## src/sv/rhsv_pkg.sv

```systemverilog
// rhsv_pkg: shared types and constants for the RGB to HSV converter.
// Depends on nothing; used by every other file of the block.
package rhsv_pkg;

    localparam int PIX_W              = 8;
    localparam int HUE_W              = 15;
    localparam int SAT_W              = 16;
    localparam int HUE_FRAC_BITS_DEF  = 6;
    localparam int SAT_BITS_DEF       = 16;

    typedef enum logic [1:0] {
        SEC_RED   = 2'd0,
        SEC_GREEN = 2'd1,
        SEC_BLUE  = 2'd2
    } t_sector;

    typedef struct packed {
        t_sector            sector;
        logic               neg;
        logic               grey;
        logic               black;
        logic [PIX_W-1:0]   value;
        logic [PIX_W-1:0]   alpha;
    } t_side;

endpackage

```

## src/sv/rhsv_if.sv

```systemverilog
// rhsv_if: valid/ready channel interfaces for pixel words in and HSV words out.
// Depends on rhsv_pkg for field widths.
interface rhsv_in_if;
    logic                       valid;
    logic                       ready;
    logic [rhsv_pkg::PIX_W-1:0] red;
    logic [rhsv_pkg::PIX_W-1:0] green;
    logic [rhsv_pkg::PIX_W-1:0] blue;
    logic [rhsv_pkg::PIX_W-1:0] alpha;

    modport source (output valid, red, green, blue, alpha, input ready);
    modport sink   (input valid, red, green, blue, alpha, output ready);
endinterface

interface rhsv_out_if;
    logic                       valid;
    logic                       ready;
    logic [rhsv_pkg::HUE_W-1:0] hue;
    logic [rhsv_pkg::SAT_W-1:0] saturation;
    logic [rhsv_pkg::PIX_W-1:0] value;
    logic [rhsv_pkg::PIX_W-1:0] alpha_out;

    modport source (output valid, hue, saturation, value, alpha_out, input ready);
    modport sink   (input valid, hue, saturation, value, alpha_out, output ready);
endinterface

```

## src/sv/rgb_to_hsv_converter.sv

```systemverilog
// rgb_to_hsv_converter: RGBA to HSVA pixel converter, fully pipelined.
// The bit-per-stage dividers set the pipeline depth. Throughput: one word per cycle
// while the output register is empty or o_hsv.ready is high.
// A stall on the output freezes the whole pipeline; nothing is lost or repeated.
// Reset (synchronous, active low) clears all stage valid bits; data is not reset.
// Depends on rhsv_pkg, rhsv_if, rhsv_front, rhsv_div, rhsv_post.
module rgb_to_hsv_converter #(
    parameter int HUE_FRAC_BITS = rhsv_pkg::HUE_FRAC_BITS_DEF,
    parameter int SAT_BITS      = rhsv_pkg::SAT_BITS_DEF
) (
    input  logic        i_clk,
    input  logic        i_rst_n,
    rhsv_in_if.sink     i_pix,
    rhsv_out_if.source  o_hsv
);
    localparam int PW      = rhsv_pkg::PIX_W;
    localparam int QH      = HUE_FRAC_BITS + 6;
    localparam int DIV_LAT = (QH > SAT_BITS) ? QH : SAT_BITS;

    logic                  en;
    logic                  f_valid;
    rhsv_pkg::t_side       f_side;
    logic [QH+PW-1:0]      f_hue_num;
    logic [SAT_BITS+PW-1:0] f_sat_num;
    logic [PW-1:0]         f_delta;
    logic [PW-1:0]         f_max;
    logic [QH-1:0]         hue_quo;
    logic [SAT_BITS-1:0]   sat_quo;
    logic                  out_valid;

    logic                  r_dvalid [DIV_LAT];
    rhsv_pkg::t_side       r_dside  [DIV_LAT];

    assign en          = !out_valid || o_hsv.ready;
    assign i_pix.ready = en;
    assign o_hsv.valid = out_valid;

    rhsv_front #(
        .HUE_FRAC_BITS(HUE_FRAC_BITS),
        .SAT_BITS     (SAT_BITS)
    ) u_front (
        .i_clk    (i_clk),
        .i_rst_n  (i_rst_n),
        .i_en     (en),
        .i_valid  (i_pix.valid),
        .i_red    (i_pix.red),
        .i_green  (i_pix.green),
        .i_blue   (i_pix.blue),
        .i_alpha  (i_pix.alpha),
        .o_valid  (f_valid),
        .o_side   (f_side),
        .o_hue_num(f_hue_num),
        .o_sat_num(f_sat_num),
        .o_delta  (f_delta),
        .o_max    (f_max)
    );

    rhsv_div #(.QW(QH), .LAT(DIV_LAT)) u_hue_div (
        .i_clk(i_clk),
        .i_en (en),
        .i_num(f_hue_num),
        .i_den(f_delta),
        .o_quo(hue_quo)
    );

    rhsv_div #(.QW(SAT_BITS), .LAT(DIV_LAT)) u_sat_div (
        .i_clk(i_clk),
        .i_en (en),
        .i_num(f_sat_num),
        .i_den(f_max),
        .o_quo(sat_quo)
    );

    always_ff @(posedge i_clk) begin
        if (!i_rst_n) begin
            for (int i = 0; i < DIV_LAT; i++) r_dvalid[i] <= 1'b0;
        end else if (en) begin
            r_dvalid[0] <= f_valid;
            for (int i = 1; i < DIV_LAT; i++) r_dvalid[i] <= r_dvalid[i-1];
        end
    end

    always_ff @(posedge i_clk) begin
        if (en) begin
            r_dside[0] <= f_side;
            for (int i = 1; i < DIV_LAT; i++) r_dside[i] <= r_dside[i-1];
        end
    end

    rhsv_post #(
        .HUE_FRAC_BITS(HUE_FRAC_BITS),
        .SAT_BITS     (SAT_BITS)
    ) u_post (
        .i_clk       (i_clk),
        .i_rst_n     (i_rst_n),
        .i_en        (en),
        .i_valid     (r_dvalid[DIV_LAT-1]),
        .i_side      (r_dside[DIV_LAT-1]),
        .i_hue_quo   (hue_quo),
        .i_sat_quo   (sat_quo),
        .o_valid     (out_valid),
        .o_hue       (o_hsv.hue),
        .o_saturation(o_hsv.saturation),
        .o_value     (o_hsv.value),
        .o_alpha_out (o_hsv.alpha_out)
    );
endmodule

```

## src/sv/rhsv_front.sv

```systemverilog
// rhsv_front: two pipeline stages; max/min/sector, then scaled dividends.
// Depends on rhsv_pkg.
module rhsv_front #(
    parameter int HUE_FRAC_BITS = rhsv_pkg::HUE_FRAC_BITS_DEF,
    parameter int SAT_BITS      = rhsv_pkg::SAT_BITS_DEF
) (
    input  logic                                  i_clk,
    input  logic                                  i_rst_n,
    input  logic                                  i_en,
    input  logic                                  i_valid,
    input  logic [rhsv_pkg::PIX_W-1:0]            i_red,
    input  logic [rhsv_pkg::PIX_W-1:0]            i_green,
    input  logic [rhsv_pkg::PIX_W-1:0]            i_blue,
    input  logic [rhsv_pkg::PIX_W-1:0]            i_alpha,
    output logic                                  o_valid,
    output rhsv_pkg::t_side                       o_side,
    output logic [HUE_FRAC_BITS+6+rhsv_pkg::PIX_W-1:0] o_hue_num,
    output logic [SAT_BITS+rhsv_pkg::PIX_W-1:0]   o_sat_num,
    output logic [rhsv_pkg::PIX_W-1:0]            o_delta,
    output logic [rhsv_pkg::PIX_W-1:0]            o_max
);
    localparam int PW   = rhsv_pkg::PIX_W;
    localparam int HN_W = HUE_FRAC_BITS + 6 + PW;
    localparam int SN_W = SAT_BITS + PW;
    localparam logic [HN_W-1:0] HUE_SCALE = HN_W'(60 << HUE_FRAC_BITS);

    logic            r_a_valid;
    rhsv_pkg::t_side r_a_side;
    logic [PW-1:0]   r_a_absn;
    logic [PW-1:0]   r_a_delta;
    logic [PW-1:0]   r_a_max;

    logic            r_b_valid;
    rhsv_pkg::t_side r_b_side;
    logic [HN_W-1:0] r_b_hnum;
    logic [SN_W-1:0] r_b_snum;
    logic [PW-1:0]   r_b_delta;
    logic [PW-1:0]   r_b_max;

    rhsv_pkg::t_side n_a_side;
    logic [PW-1:0]   n_a_absn;
    logic [PW-1:0]   mx;
    logic [PW-1:0]   mn;
    logic [PW:0]     diff;
    logic [PW:0]     mag;

    always_comb begin
        mx = i_red;
        if (i_green > mx) mx = i_green;
        if (i_blue > mx)  mx = i_blue;
        mn = i_red;
        if (i_green < mn) mn = i_green;
        if (i_blue < mn)  mn = i_blue;

        if (mx == i_red) begin
            n_a_side.sector = rhsv_pkg::SEC_RED;
            diff = {1'b0, i_green} - {1'b0, i_blue};
        end else if (mx == i_green) begin
            n_a_side.sector = rhsv_pkg::SEC_GREEN;
            diff = {1'b0, i_blue} - {1'b0, i_red};
        end else begin
            n_a_side.sector = rhsv_pkg::SEC_BLUE;
            diff = {1'b0, i_red} - {1'b0, i_green};
        end
        mag            = diff[PW] ? (~diff + 1'b1) : diff;
        n_a_absn       = mag[PW-1:0];
        n_a_side.neg   = diff[PW];
        n_a_side.grey  = (mx == mn);
        n_a_side.black = (mx == '0);
        n_a_side.value = mx;
        n_a_side.alpha = i_alpha;
    end

    always_ff @(posedge i_clk) begin
        if (!i_rst_n) begin
            r_a_valid <= 1'b0;
            r_b_valid <= 1'b0;
        end else if (i_en) begin
            r_a_valid <= i_valid;
            r_b_valid <= r_a_valid;
        end
    end

    always_ff @(posedge i_clk) begin
        if (i_en) begin
            r_a_side  <= n_a_side;
            r_a_absn  <= n_a_absn;
            r_a_delta <= mx - mn;
            r_a_max   <= mx;
            r_b_side  <= r_a_side;
            r_b_hnum  <= HN_W'(r_a_absn) * HUE_SCALE;
            r_b_snum  <= (SN_W'(r_a_delta) << SAT_BITS) - SN_W'(r_a_delta);
            r_b_delta <= r_a_delta;
            r_b_max   <= r_a_max;
        end
    end

    assign o_valid   = r_b_valid;
    assign o_side    = r_b_side;
    assign o_hue_num = r_b_hnum;
    assign o_sat_num = r_b_snum;
    assign o_delta   = r_b_delta;
    assign o_max     = r_b_max;
endmodule

```

## src/sv/rhsv_div.sv

```systemverilog
// rhsv_div: pipelined restoring divider by an 8-bit divisor, one quotient bit per stage in its
// last QW stages (earlier stages pass operands through). Dividend must satisfy num < den * 2^QW. Depends on rhsv_pkg.
module rhsv_div #(
    parameter int QW  = rhsv_pkg::SAT_BITS_DEF,
    parameter int LAT = rhsv_pkg::SAT_BITS_DEF
) (
    input  logic                            i_clk,
    input  logic                            i_en,
    input  logic [QW+rhsv_pkg::PIX_W-1:0]   i_num,
    input  logic [rhsv_pkg::PIX_W-1:0]      i_den,
    output logic [QW-1:0]                   o_quo
);
    localparam int PW = rhsv_pkg::PIX_W;

    logic [PW-1:0] r_rem [LAT];
    logic [QW-1:0] r_quo [LAT];
    logic [PW-1:0] r_den [LAT];
    logic [PW-1:0] n_rem [LAT];
    logic [QW-1:0] n_quo [LAT];
    logic [PW-1:0] n_den [LAT];

    always_comb begin
        logic [PW-1:0] rin;
        logic [QW-1:0] qin;
        logic [PW-1:0] din;
        logic [PW:0]   t;
        logic          ge;
        for (int i = 0; i < LAT; i++) begin
            if (i == 0) begin
                rin = i_num[QW+PW-1:QW];
                qin = i_num[QW-1:0];
                din = i_den;
            end else begin
                rin = r_rem[i-1];
                qin = r_quo[i-1];
                din = r_den[i-1];
            end
            t  = {rin, qin[QW-1]};
            ge = (t >= {1'b0, din});
            n_den[i] = din;
            if (i >= LAT - QW) begin
                n_rem[i] = ge ? PW'(t - {1'b0, din}) : t[PW-1:0];
                n_quo[i] = {qin[QW-2:0], ge};
            end else begin
                n_rem[i] = rin;
                n_quo[i] = qin;
            end
        end
    end

    always_ff @(posedge i_clk) begin
        if (i_en) begin
            for (int i = 0; i < LAT; i++) begin
                r_rem[i] <= n_rem[i];
                r_quo[i] <= n_quo[i];
                r_den[i] <= n_den[i];
            end
        end
    end

    assign o_quo = r_quo[LAT-1];
endmodule

```

## src/sv/rhsv_post.sv

```systemverilog
// rhsv_post: applies quotient sign and sector offset, output register stage.
// Zero hue if grey, zero saturation if black. Depends on rhsv_pkg.
module rhsv_post #(
    parameter int HUE_FRAC_BITS = rhsv_pkg::HUE_FRAC_BITS_DEF,
    parameter int SAT_BITS      = rhsv_pkg::SAT_BITS_DEF
) (
    input  logic                            i_clk,
    input  logic                            i_rst_n,
    input  logic                            i_en,
    input  logic                            i_valid,
    input  rhsv_pkg::t_side                 i_side,
    input  logic [HUE_FRAC_BITS+5:0]        i_hue_quo,
    input  logic [SAT_BITS-1:0]             i_sat_quo,
    output logic                            o_valid,
    output logic [rhsv_pkg::HUE_W-1:0]      o_hue,
    output logic [rhsv_pkg::SAT_W-1:0]      o_saturation,
    output logic [rhsv_pkg::PIX_W-1:0]      o_value,
    output logic [rhsv_pkg::PIX_W-1:0]      o_alpha_out
);
    localparam int HB_W = HUE_FRAC_BITS + 10;
    localparam logic [HB_W-1:0] DEG120 = HB_W'(120 << HUE_FRAC_BITS);
    localparam logic [HB_W-1:0] DEG240 = HB_W'(240 << HUE_FRAC_BITS);
    localparam logic [HB_W-1:0] DEG360 = HB_W'(360 << HUE_FRAC_BITS);

    logic                       r_valid;
    logic [rhsv_pkg::HUE_W-1:0] r_hue;
    logic [rhsv_pkg::SAT_W-1:0] r_sat;
    logic [rhsv_pkg::PIX_W-1:0] r_value;
    logic [rhsv_pkg::PIX_W-1:0] r_alpha;

    logic [HB_W-1:0] q;
    logic [HB_W-1:0] h;

    always_comb begin
        q = HB_W'(i_hue_quo);
        case (i_side.sector)
            rhsv_pkg::SEC_RED:   h = (i_side.neg && q != '0) ? DEG360 - q : q;
            rhsv_pkg::SEC_GREEN: h = i_side.neg ? DEG120 - q : DEG120 + q;
            rhsv_pkg::SEC_BLUE:  h = i_side.neg ? DEG240 - q : DEG240 + q;
            default:             h = '0;
        endcase
        if (i_side.grey) h = '0;
    end

    always_ff @(posedge i_clk) begin
        if (!i_rst_n) begin
            r_valid <= 1'b0;
        end else if (i_en) begin
            r_valid <= i_valid;
        end
    end

    always_ff @(posedge i_clk) begin
        if (i_en) begin
            r_hue   <= rhsv_pkg::HUE_W'(h);
            r_sat   <= i_side.black ? '0 : rhsv_pkg::SAT_W'(i_sat_quo);
            r_value <= i_side.value;
            r_alpha <= i_side.alpha;
        end
    end

    assign o_valid      = r_valid;
    assign o_hue        = r_hue;
    assign o_saturation = r_sat;
    assign o_value      = r_value;
    assign o_alpha_out  = r_alpha;
endmodule

```

## src/flat_wrapper.sv

```systemverilog
// flat-port wrapper written by rule: the top's interface ports become plain ports
module rgb_to_hsv_converter_flat 
#(
    parameter int HUE_FRAC_BITS = rhsv_pkg::HUE_FRAC_BITS_DEF,
    parameter int SAT_BITS      = rhsv_pkg::SAT_BITS_DEF
)
  (i_clk, i_rst_n, i_pix_valid, i_pix_red, i_pix_green, i_pix_blue, i_pix_alpha, i_pix_ready, o_hsv_valid, o_hsv_hue, o_hsv_saturation, o_hsv_value, o_hsv_alpha_out, o_hsv_ready);
  rhsv_in_if i_pix_i ();
  rhsv_out_if o_hsv_i ();
  input  logic i_clk;
  input  logic i_rst_n;
  input wire logic [$bits(i_pix_i.valid)-1:0] i_pix_valid;
  input wire logic [$bits(i_pix_i.red)-1:0] i_pix_red;
  input wire logic [$bits(i_pix_i.green)-1:0] i_pix_green;
  input wire logic [$bits(i_pix_i.blue)-1:0] i_pix_blue;
  input wire logic [$bits(i_pix_i.alpha)-1:0] i_pix_alpha;
  output wire logic [$bits(i_pix_i.ready)-1:0] i_pix_ready;
  output wire logic [$bits(o_hsv_i.valid)-1:0] o_hsv_valid;
  output wire logic [$bits(o_hsv_i.hue)-1:0] o_hsv_hue;
  output wire logic [$bits(o_hsv_i.saturation)-1:0] o_hsv_saturation;
  output wire logic [$bits(o_hsv_i.value)-1:0] o_hsv_value;
  output wire logic [$bits(o_hsv_i.alpha_out)-1:0] o_hsv_alpha_out;
  input wire logic [$bits(o_hsv_i.ready)-1:0] o_hsv_ready;
  assign i_pix_i.valid = i_pix_valid;
  assign i_pix_i.red = i_pix_red;
  assign i_pix_i.green = i_pix_green;
  assign i_pix_i.blue = i_pix_blue;
  assign i_pix_i.alpha = i_pix_alpha;
  assign i_pix_ready = i_pix_i.ready;
  assign o_hsv_valid = o_hsv_i.valid;
  assign o_hsv_hue = o_hsv_i.hue;
  assign o_hsv_saturation = o_hsv_i.saturation;
  assign o_hsv_value = o_hsv_i.value;
  assign o_hsv_alpha_out = o_hsv_i.alpha_out;
  assign o_hsv_i.ready = o_hsv_ready;
  rgb_to_hsv_converter #(.HUE_FRAC_BITS(HUE_FRAC_BITS), .SAT_BITS(SAT_BITS)) u_core (.i_clk(i_clk), .i_rst_n(i_rst_n), .i_pix(i_pix_i), .o_hsv(o_hsv_i));
endmodule
```

## config.mk

```make
export PLATFORM = sky130hd
export DESIGN_NAME = rgb_to_hsv_converter_flat
export DESIGN_NICKNAME = d
export VERILOG_FILES = /design/src/sv/rhsv_pkg.sv /design/src/sv/rhsv_if.sv /design/src/sv/rgb_to_hsv_converter.sv /design/src/sv/rhsv_front.sv /design/src/sv/rhsv_div.sv /design/src/sv/rhsv_post.sv /design/src/flat_wrapper.sv
export SDC_FILE = /design/constraint.sdc
export NUM_CORES = 2
export LEC_CHECK = 0
export BUFFER_PORTS_ARGS = -buffer_cell sky130_fd_sc_hd__buf_2
export CAP_MARGIN = 15
export CORE_MARGIN = 2
export CORE_UTILIZATION = 55
export CTS_CLUSTER_DIAMETER = 60
export CTS_CLUSTER_SIZE = 14
export DETAILED_ROUTE_END_ITERATION = 10
export GPL_TIMING_DRIVEN = 1
export PLACE_DENSITY = 0.71
export SLEW_MARGIN = 25
export SYNTH_ARGS = -nofsm -noshare
export SYNTH_HDL_FRONTEND = slang
export SYNTH_HIERARCHICAL = 1
export SYNTH_SLANG_ARGS = --single-unit
```

## constraint.sdc

```tcl
create_clock -name i_clk -period 23.6 [get_ports i_clk]
set_input_delay 3.54 -clock i_clk [delete_from_list [all_inputs] [get_ports i_clk]]
set_output_delay 3.54 -clock i_clk [all_outputs]
set_load 0.1 [all_outputs]
```

* After elaboration in Yosys (flattened, before gate mapping)
Memories as Yosys holds them, arrays and structs flattened. A register that Yosys moved wholly into a read port is not among the register bits.
Index checks and enable logic that the tools add are counted.
Widths: inputs -> output; s select.
** Storage, ports and cells
- Word-level logic and storage cells :: 192
- Bits in writable memories :: 1312
- Memories :: 8
- Input bits :: 36
- Flip-flop bits (word level) :: 135
** Operators by class
- $mul :: 1
- Add/subtract/negate cells :: 39
- $lt $le $gt $ge :: 32
- Eq/ne operators :: 5
- Reduce and logical (&&, ||, !) cells :: 7
- Bitwise gates (word level) :: 17
- Mux-type cells :: 61
** Memory list
- u_core.r_dside :: depth 16, bits a word 21, read ports 16, clocked after memory_dff 0, wr ports 16, RTL line rgb_to_hsv_converter.sv:32 : rhsv_pkg::t_side r_dside [DIV_LAT];
- u_core.u_sat_div.r_quo :: depth 16, bits a word 16, read ports 16, clocked after memory_dff 1, wr ports 16, RTL line rhsv_div.sv:16 : logic [QW-1:0] r_quo [LAT];
- u_core.u_hue_div.r_quo :: depth 16, bits a word 12, read ports 16, clocked after memory_dff 0, wr ports 16, RTL line rhsv_div.sv:16
- u_core.u_hue_div.r_den :: depth 16, bits a word 8, read ports 15, clocked after memory_dff 0, wr ports 16, RTL line rhsv_div.sv:17 : logic [PW-1:0] r_den [LAT];
- u_core.u_hue_div.r_rem :: depth 16, bits a word 8, read ports 15, clocked after memory_dff 0, wr ports 16, RTL line rhsv_div.sv:15 : logic [PW-1:0] r_rem [LAT];
- u_core.u_sat_div.r_den :: depth 16, bits a word 8, read ports 15, clocked after memory_dff 0, wr ports 16, RTL line rhsv_div.sv:17
- +2 memories
** Operators with widths (number)
- $mux 8 :: 33
- $ge 9x8->1 :: 28
- $sub 8x8->8 :: 29
- $mux 15 :: 3
- $pmux 15 s3 :: 1
- $sub 8x8->9 :: 3
- $eq 8x8->1 :: 3
- $sub 24x8->24 :: 1
- $mux 1 :: 21
- $mux 9 :: 2
- $gt 8x8->1 :: 2
- $lt 8x8->1 :: 2
- $or 1x1->1 :: 16
- $add 14x12->15 const A :: 1
- $sub 14x12->15 const A :: 1
- $sub 15x12->15 const A :: 1
- $add 13x12->14 const A :: 1
- $sub 13x12->14 const A :: 1
- $mul 8x4->12 const B :: 1
- $reduce_bool 12->1 :: 1
- $add 8x1->8 const B :: 1
- $logic_not 8->1 :: 1
- $not 8->8 :: 1
- $eq 2x1->1 const B :: 1
- 6 further kinds :: 7

* Longest topological paths before layout
- Depth in word-level cells :: 10
- Depth in mapped cells :: 26
- Gate-level depth less buffers :: 26

* Modules after synthesis
Netlist, hierarchy kept.
** By module, submodules not included
- rhsv_div (u_core.u_sat_div) :: sequential area each 14894.3 µm², instances 1, area each 22101.2 µm², cells an instance 1522
- rhsv_div (u_core.u_hue_div) :: sequential area each 12972.4 µm², instances 1, area each 18306.3 µm², cells an instance 1187
- rgb_to_hsv_converter :: sequential area each 10560.1 µm², instances 1, area each 10722.8 µm², cells an instance 374
- rhsv_front :: sequential area each 3042.9 µm², instances 1, area each 6782.8 µm², cells an instance 588
- rhsv_post :: sequential area each 1431.4 µm², instances 1, area each 2392.3 µm², cells an instance 193

* Worst setup path before layout
No wires, ideal clock.
- Path kind :: input port to output port
- Start :: in o_hsv_ready
- End :: out i_pix_ready
- Data arrival time :: 18856 ps
- Required time :: 20060 ps
- Path buffers :: 0
- Cell stages on the path :: 2
- Setup slack :: 1204 ps
- Cell sequence :: nor2b_4 inv_2
** Between the ends
- Cells in the longest elaborated chain, start to end :: 1
** RTL lines
- from (decl) :: RTL line flat_wrapper.sv:23 : input wire logic [$bits(o_hsv_i.ready)-1:0] o_hsv_ready;
- $logic_or 1x1->1 :: RTL line rgb_to_hsv_converter.sv:34 : assign en = !out_valid || o_hsv.ready;
- to (decl) :: RTL line flat_wrapper.sv:17 : output wire logic [$bits(i_pix_i.ready)-1:0] i_pix_ready;
Every way passes these cells.

* Worst setup path in the final report
- Start :: in i_pix_green[6]
- End :: reg u_core.u_front.r_a_absn[4] (data pin)
** Between the ends
- Cells in the longest elaborated chain, start to end :: 10
** RTL lines
- from (decl) :: RTL line flat_wrapper.sv:14 : input wire logic [$bits(i_pix_i.green)-1:0] i_pix_green;
- $gt 8x8->1 :: RTL line rhsv_front.sv:49 : if (i_green > mx) mx = i_green;
- $mux 8 :: RTL line rhsv_front.sv:49
- $gt 8x8->1 :: RTL line rhsv_front.sv:50 : if (i_blue > mx) mx = i_blue;
- $mux 8 :: RTL line rhsv_front.sv:50
- $eq 8x8->1 :: RTL line rhsv_front.sv:58 : end else if (mx == i_green) begin
- $mux 9 :: RTL line rhsv_front.sv:58
- $mux 9 * :: RTL line rhsv_front.sv:55 : if (mx == i_red) begin
- $not 8->8 :: RTL line rhsv_front.sv:65 : mag = diff[PW] ? (~diff + 1'b1) : diff;
- $add 8x1->8 :: RTL line rhsv_front.sv:65
- $mux 8 * :: RTL line rhsv_front.sv:65
- named net u_core.u_front.mag[4] :: RTL line rhsv_front.sv:45 : logic [PW:0] mag;
- to (signal assigned) :: RTL line rhsv_front.sv:87 : r_a_absn <= n_a_absn;
- to (decl) :: RTL line rhsv_front.sv:29 : logic [PW-1:0] r_a_absn;
The timed path passes the listed nets; every way through them passes the cells marked *.
A chain may end at the register's enable or synchronous reset.

==> out/metrics.yaml <==
outcome:
  outcome: "finished clean"
synth:
  ys_ff_latch: 1430
  synthFlopType: "edfxtp_1"
  yosysTopAreaCell: "edfxtp_1"
  synthCells: 3864
  yosys_warnings: 6
  seq_area_frac_synth_pct: 71.1
  syn_area_per_cell_um2: 15.6
  synth-edff-count: 1426
  synth_cell_types: 88
  synth_top_area_share_pct: 71.0
  syn_area_um2: 60300
  ys_async_sr_fraction_pct: 0
  synth_area_leaders: "edfxtp_1 (71%), ha_1 (6.2%), inv_1 (2.3%)"
sta:
  setup_tns_ps: 0
  fin_ws_ps: 13890
  tightest_slew_ps: 1010
  period_needed_ps: 9710
  rsz0062_at_grt: "no"
  max_freq_mhz: 103
  fin_crit_sh_pct: 41.1
  slew_headroom_pct: 32.5
  drv_slew: 0
  setup_viol: 0
  fin_worst_skew_ps: 49.6
  hold_viol: 0
global_routing:
  antenna_found_initial: 4
  grt.overflow.total: 0
  grtUsageTotal_pct: 15.5
  grt_max_degree: 195
  grt_pass1_vias: 29000
  grt_pass1_wl_mm: 142
route:
  vias: 29300
  via_per_inst: 5.34
  post_drt_wl_per_cell_um: 15.8
  drt_iter0_markers: 1849
  dr.pass1.iters: 5
  routed_wl_mm: 86.7
  drc: 0
  drtAntennaViolNets: 0
critical_path:
  reg2reg_from: "u_core/u_post/o_valid"
  end_kind: "flop"
  cp_max_fo: 15
  worstSetupEndpoint: "u_core/u_front/r_a_absn[4]"
  crit_required_ps: 24030
  cp-start-kind: "primary input"
  crit_start: "i_pix_green[6]"
  r2r-end: "u_core/u_hue_div/r_quo[1][57]"
  ff2ff_setup_slack_ps: 18850
  path_class: "primary input to flop"
  reg2reg_depth: 8
  critPathArrivalTime_ps: 10140
clock_network:
  cts_tree: "built"
  cts_resized: 0
  cts_buffer_depth: 3
  clk_latency_ps: 710
  htreeDepth: 3
  hold_buffers: 0
  cts_inserted_buffers: 120
  cts_setup_buffers: 0
  cts_root_buffer: "clkbuf_16"
  clk_pin_slew_ps: 60
  clkSinkCount: 1430
placed_design:
  hpwl_mm: 57.2
  port_buffers: 84
  gp_congestion: 0.869
  dp.cells: 5302
  place_ws_ps: 12970
floorplan:
  start_util_pct: 55.4
  fp.dieH_um: 335
  dieArea_um2: 112000
  core-area_um2: 109000
  die_w_um: 335
  ios: 85
  rows: 121
pwr:
  powerDensity_nw_per_um2: 142
  power.leakage_nw: 25.6
  irDropWorstVdd_mv: 0.0692
final_layout:
  mostFrequentLayoutCell: "edfxtp_1"
  finalNonFillerCells: 5481
  areaGrowthSynthToFinish_pct: 8.95
  drive_above_1_share_pct: 10.6
  nets: 4398
  final_cell_mix: "edfxtp_1 (1426), inv_1 (366), ha_1 (300)"
flow_run:
  max_cap_violations: 0
min_path:
  min_path_type: "flop to flop"
## worst min-delay path by stage
stage	end	slack (ps)	depth (start not counted)	start
finish	u_core/u_hue_div/r_quo[1][70]	380	0	u_core/u_hue_div/r_quo[1][57]
global route	u_core/u_hue_div/r_quo[1][70]	380	0	u_core/u_hue_div/r_quo[1][57]
CTS	u_core/u_hue_div/r_quo[1][70]	380	0	u_core/u_hue_div/r_quo[1][57]
detailed placement	u_core/r_dside[10][0]	400	0	u_core/r_dside[9][0]
global placement	u_core/u_sat_div/r_quo[0][63]	400	0	u_core/u_sat_div/r_quo[0][46]
floorplan	u_core/r_dside[0][0]	400	0	u_core/u_front/o_side[0]
## metal layers
layer	global-route usage [%]	part of all wire, %	up-vias
met1	19.5	44	14000
met5	0	0.035	-
li1	-	-	14700
met4	5.09	2.2	4
met2	27.4	51	387
met3	2.56	3.5	144
## final cells by class
cell class	count	area, um2
timing repair buffer	108	707
clock inverter	32	307
inverter	367	1390
fill	7963	43200
antenna	2	5.00
tap	1414	1770
multi-input combinational	1992	15500
sequential	1430	42900
clock buffer	136	3080
## state kept, by name, indices dropped and copies added, names as in the netlist, 12 cells and up
signal	count
u_core/r_dside	336
u_core/r_dvalid	16
u_core/u_front/o_hue_num	12
u_core/u_front/o_sat_num	23
u_core/u_front/o_side	13
u_core/u_front/r_a_side	13
u_core/u_hue_div/r_den	120
u_core/u_hue_div/r_quo	192
u_core/u_hue_div/r_rem	120
u_core/u_post/o_hue	15
u_core/u_post/o_saturation	16
u_core/u_sat_div/r_den	120
u_core/u_sat_div/r_quo	256
u_core/u_sat_div/r_rem	120
## worst max-delay path, stage by stage
cell and delay [ps]:
buf_2 120, inv_1 140, ha_1 290, a21oi_1 190, o221ai_2 260, nor2_2 650
mux2i_1 400, ha_1 330, and4_1 230, nand4_1 110, a2bb2oi_1 60, or3_1 390
a21oi_4 470, mux2i_2 580, xnor2_1 180, o2111ai_1 300, nor2_2 610, mux2_2 410
mux2i_2 310, ha_1 280, a21oi_1 100, xor2_1 160
## cell families (layout without fill, tap and decap cells)
family	count (synthesis)	after routing	synth area share, %
DFF	1430	1430	71.1
AOI/OAI and AO/OA	723	723	8.06
and+or+nand+nor	640	640	5.51
buffers and inverters	449	643	3.15
adders and majority gates	343	343	7.65
xor gates and xnor gates	147	147	2.13
muxes	131	131	2.35
other	1	10	0.00622
## report_power, final
part	internal [mW]	switching [mW]
registers	3.95	0.350
logic	1.42	1.85
clock network	0.937	0.826
## synthesized netlist by cell type (7+ instances only)
cell / number
a41oi_1: 8
clkbuf_1: 19
a221oi_2: 11
o31ai_1: 29
a31o_2: 15
buf_4: 47
mux2_2: 69
or4_1: 9
a211oi_1: 22
o21bai_1: 18
and4_1: 15
nand2b_1: 49
fa_1: 43
a21oi_1: 156
a31oi_1: 18
nand3_1: 40
o31a_1: 11
o22a_1: 11
ha_1: 300
and3_1: 19
o21a_1: 56
buf_2: 12
nand2_1: 187
and2_1: 23
and3_2: 8
nor4_1: 12
nand4_1: 9
a21o_1: 59
nor2_1: 104
a221oi_1: 7
mux2i_1: 57
or2_2: 14
nor3_1: 41
or3_1: 11
a21oi_2: 11
o21ai_0: 217
nand3b_1: 11
xor2_1: 54
edfxtp_1: 1426
nor2b_1: 65
inv_1: 366
xnor2_1: 93
a21boi_0: 17
## through the flow
step / utilization (%) / power (mW) / hold slack (ps) / instance area, um2
global placement: 57.1 / 7.48 / 400 / 62200
global route: 60.4 / 9.99 / 383 / 65700
detailed placement: 57.1 / 7.60 / 405 / 62200
CTS: 60.2 / 9.41 / 381 / 65600
finish: 60.4 / 9.34 / 382 / 65700
floorplan: - / 6.90 / 400 / 60300
Note: power is estimated with default switching activity, not from simulation.
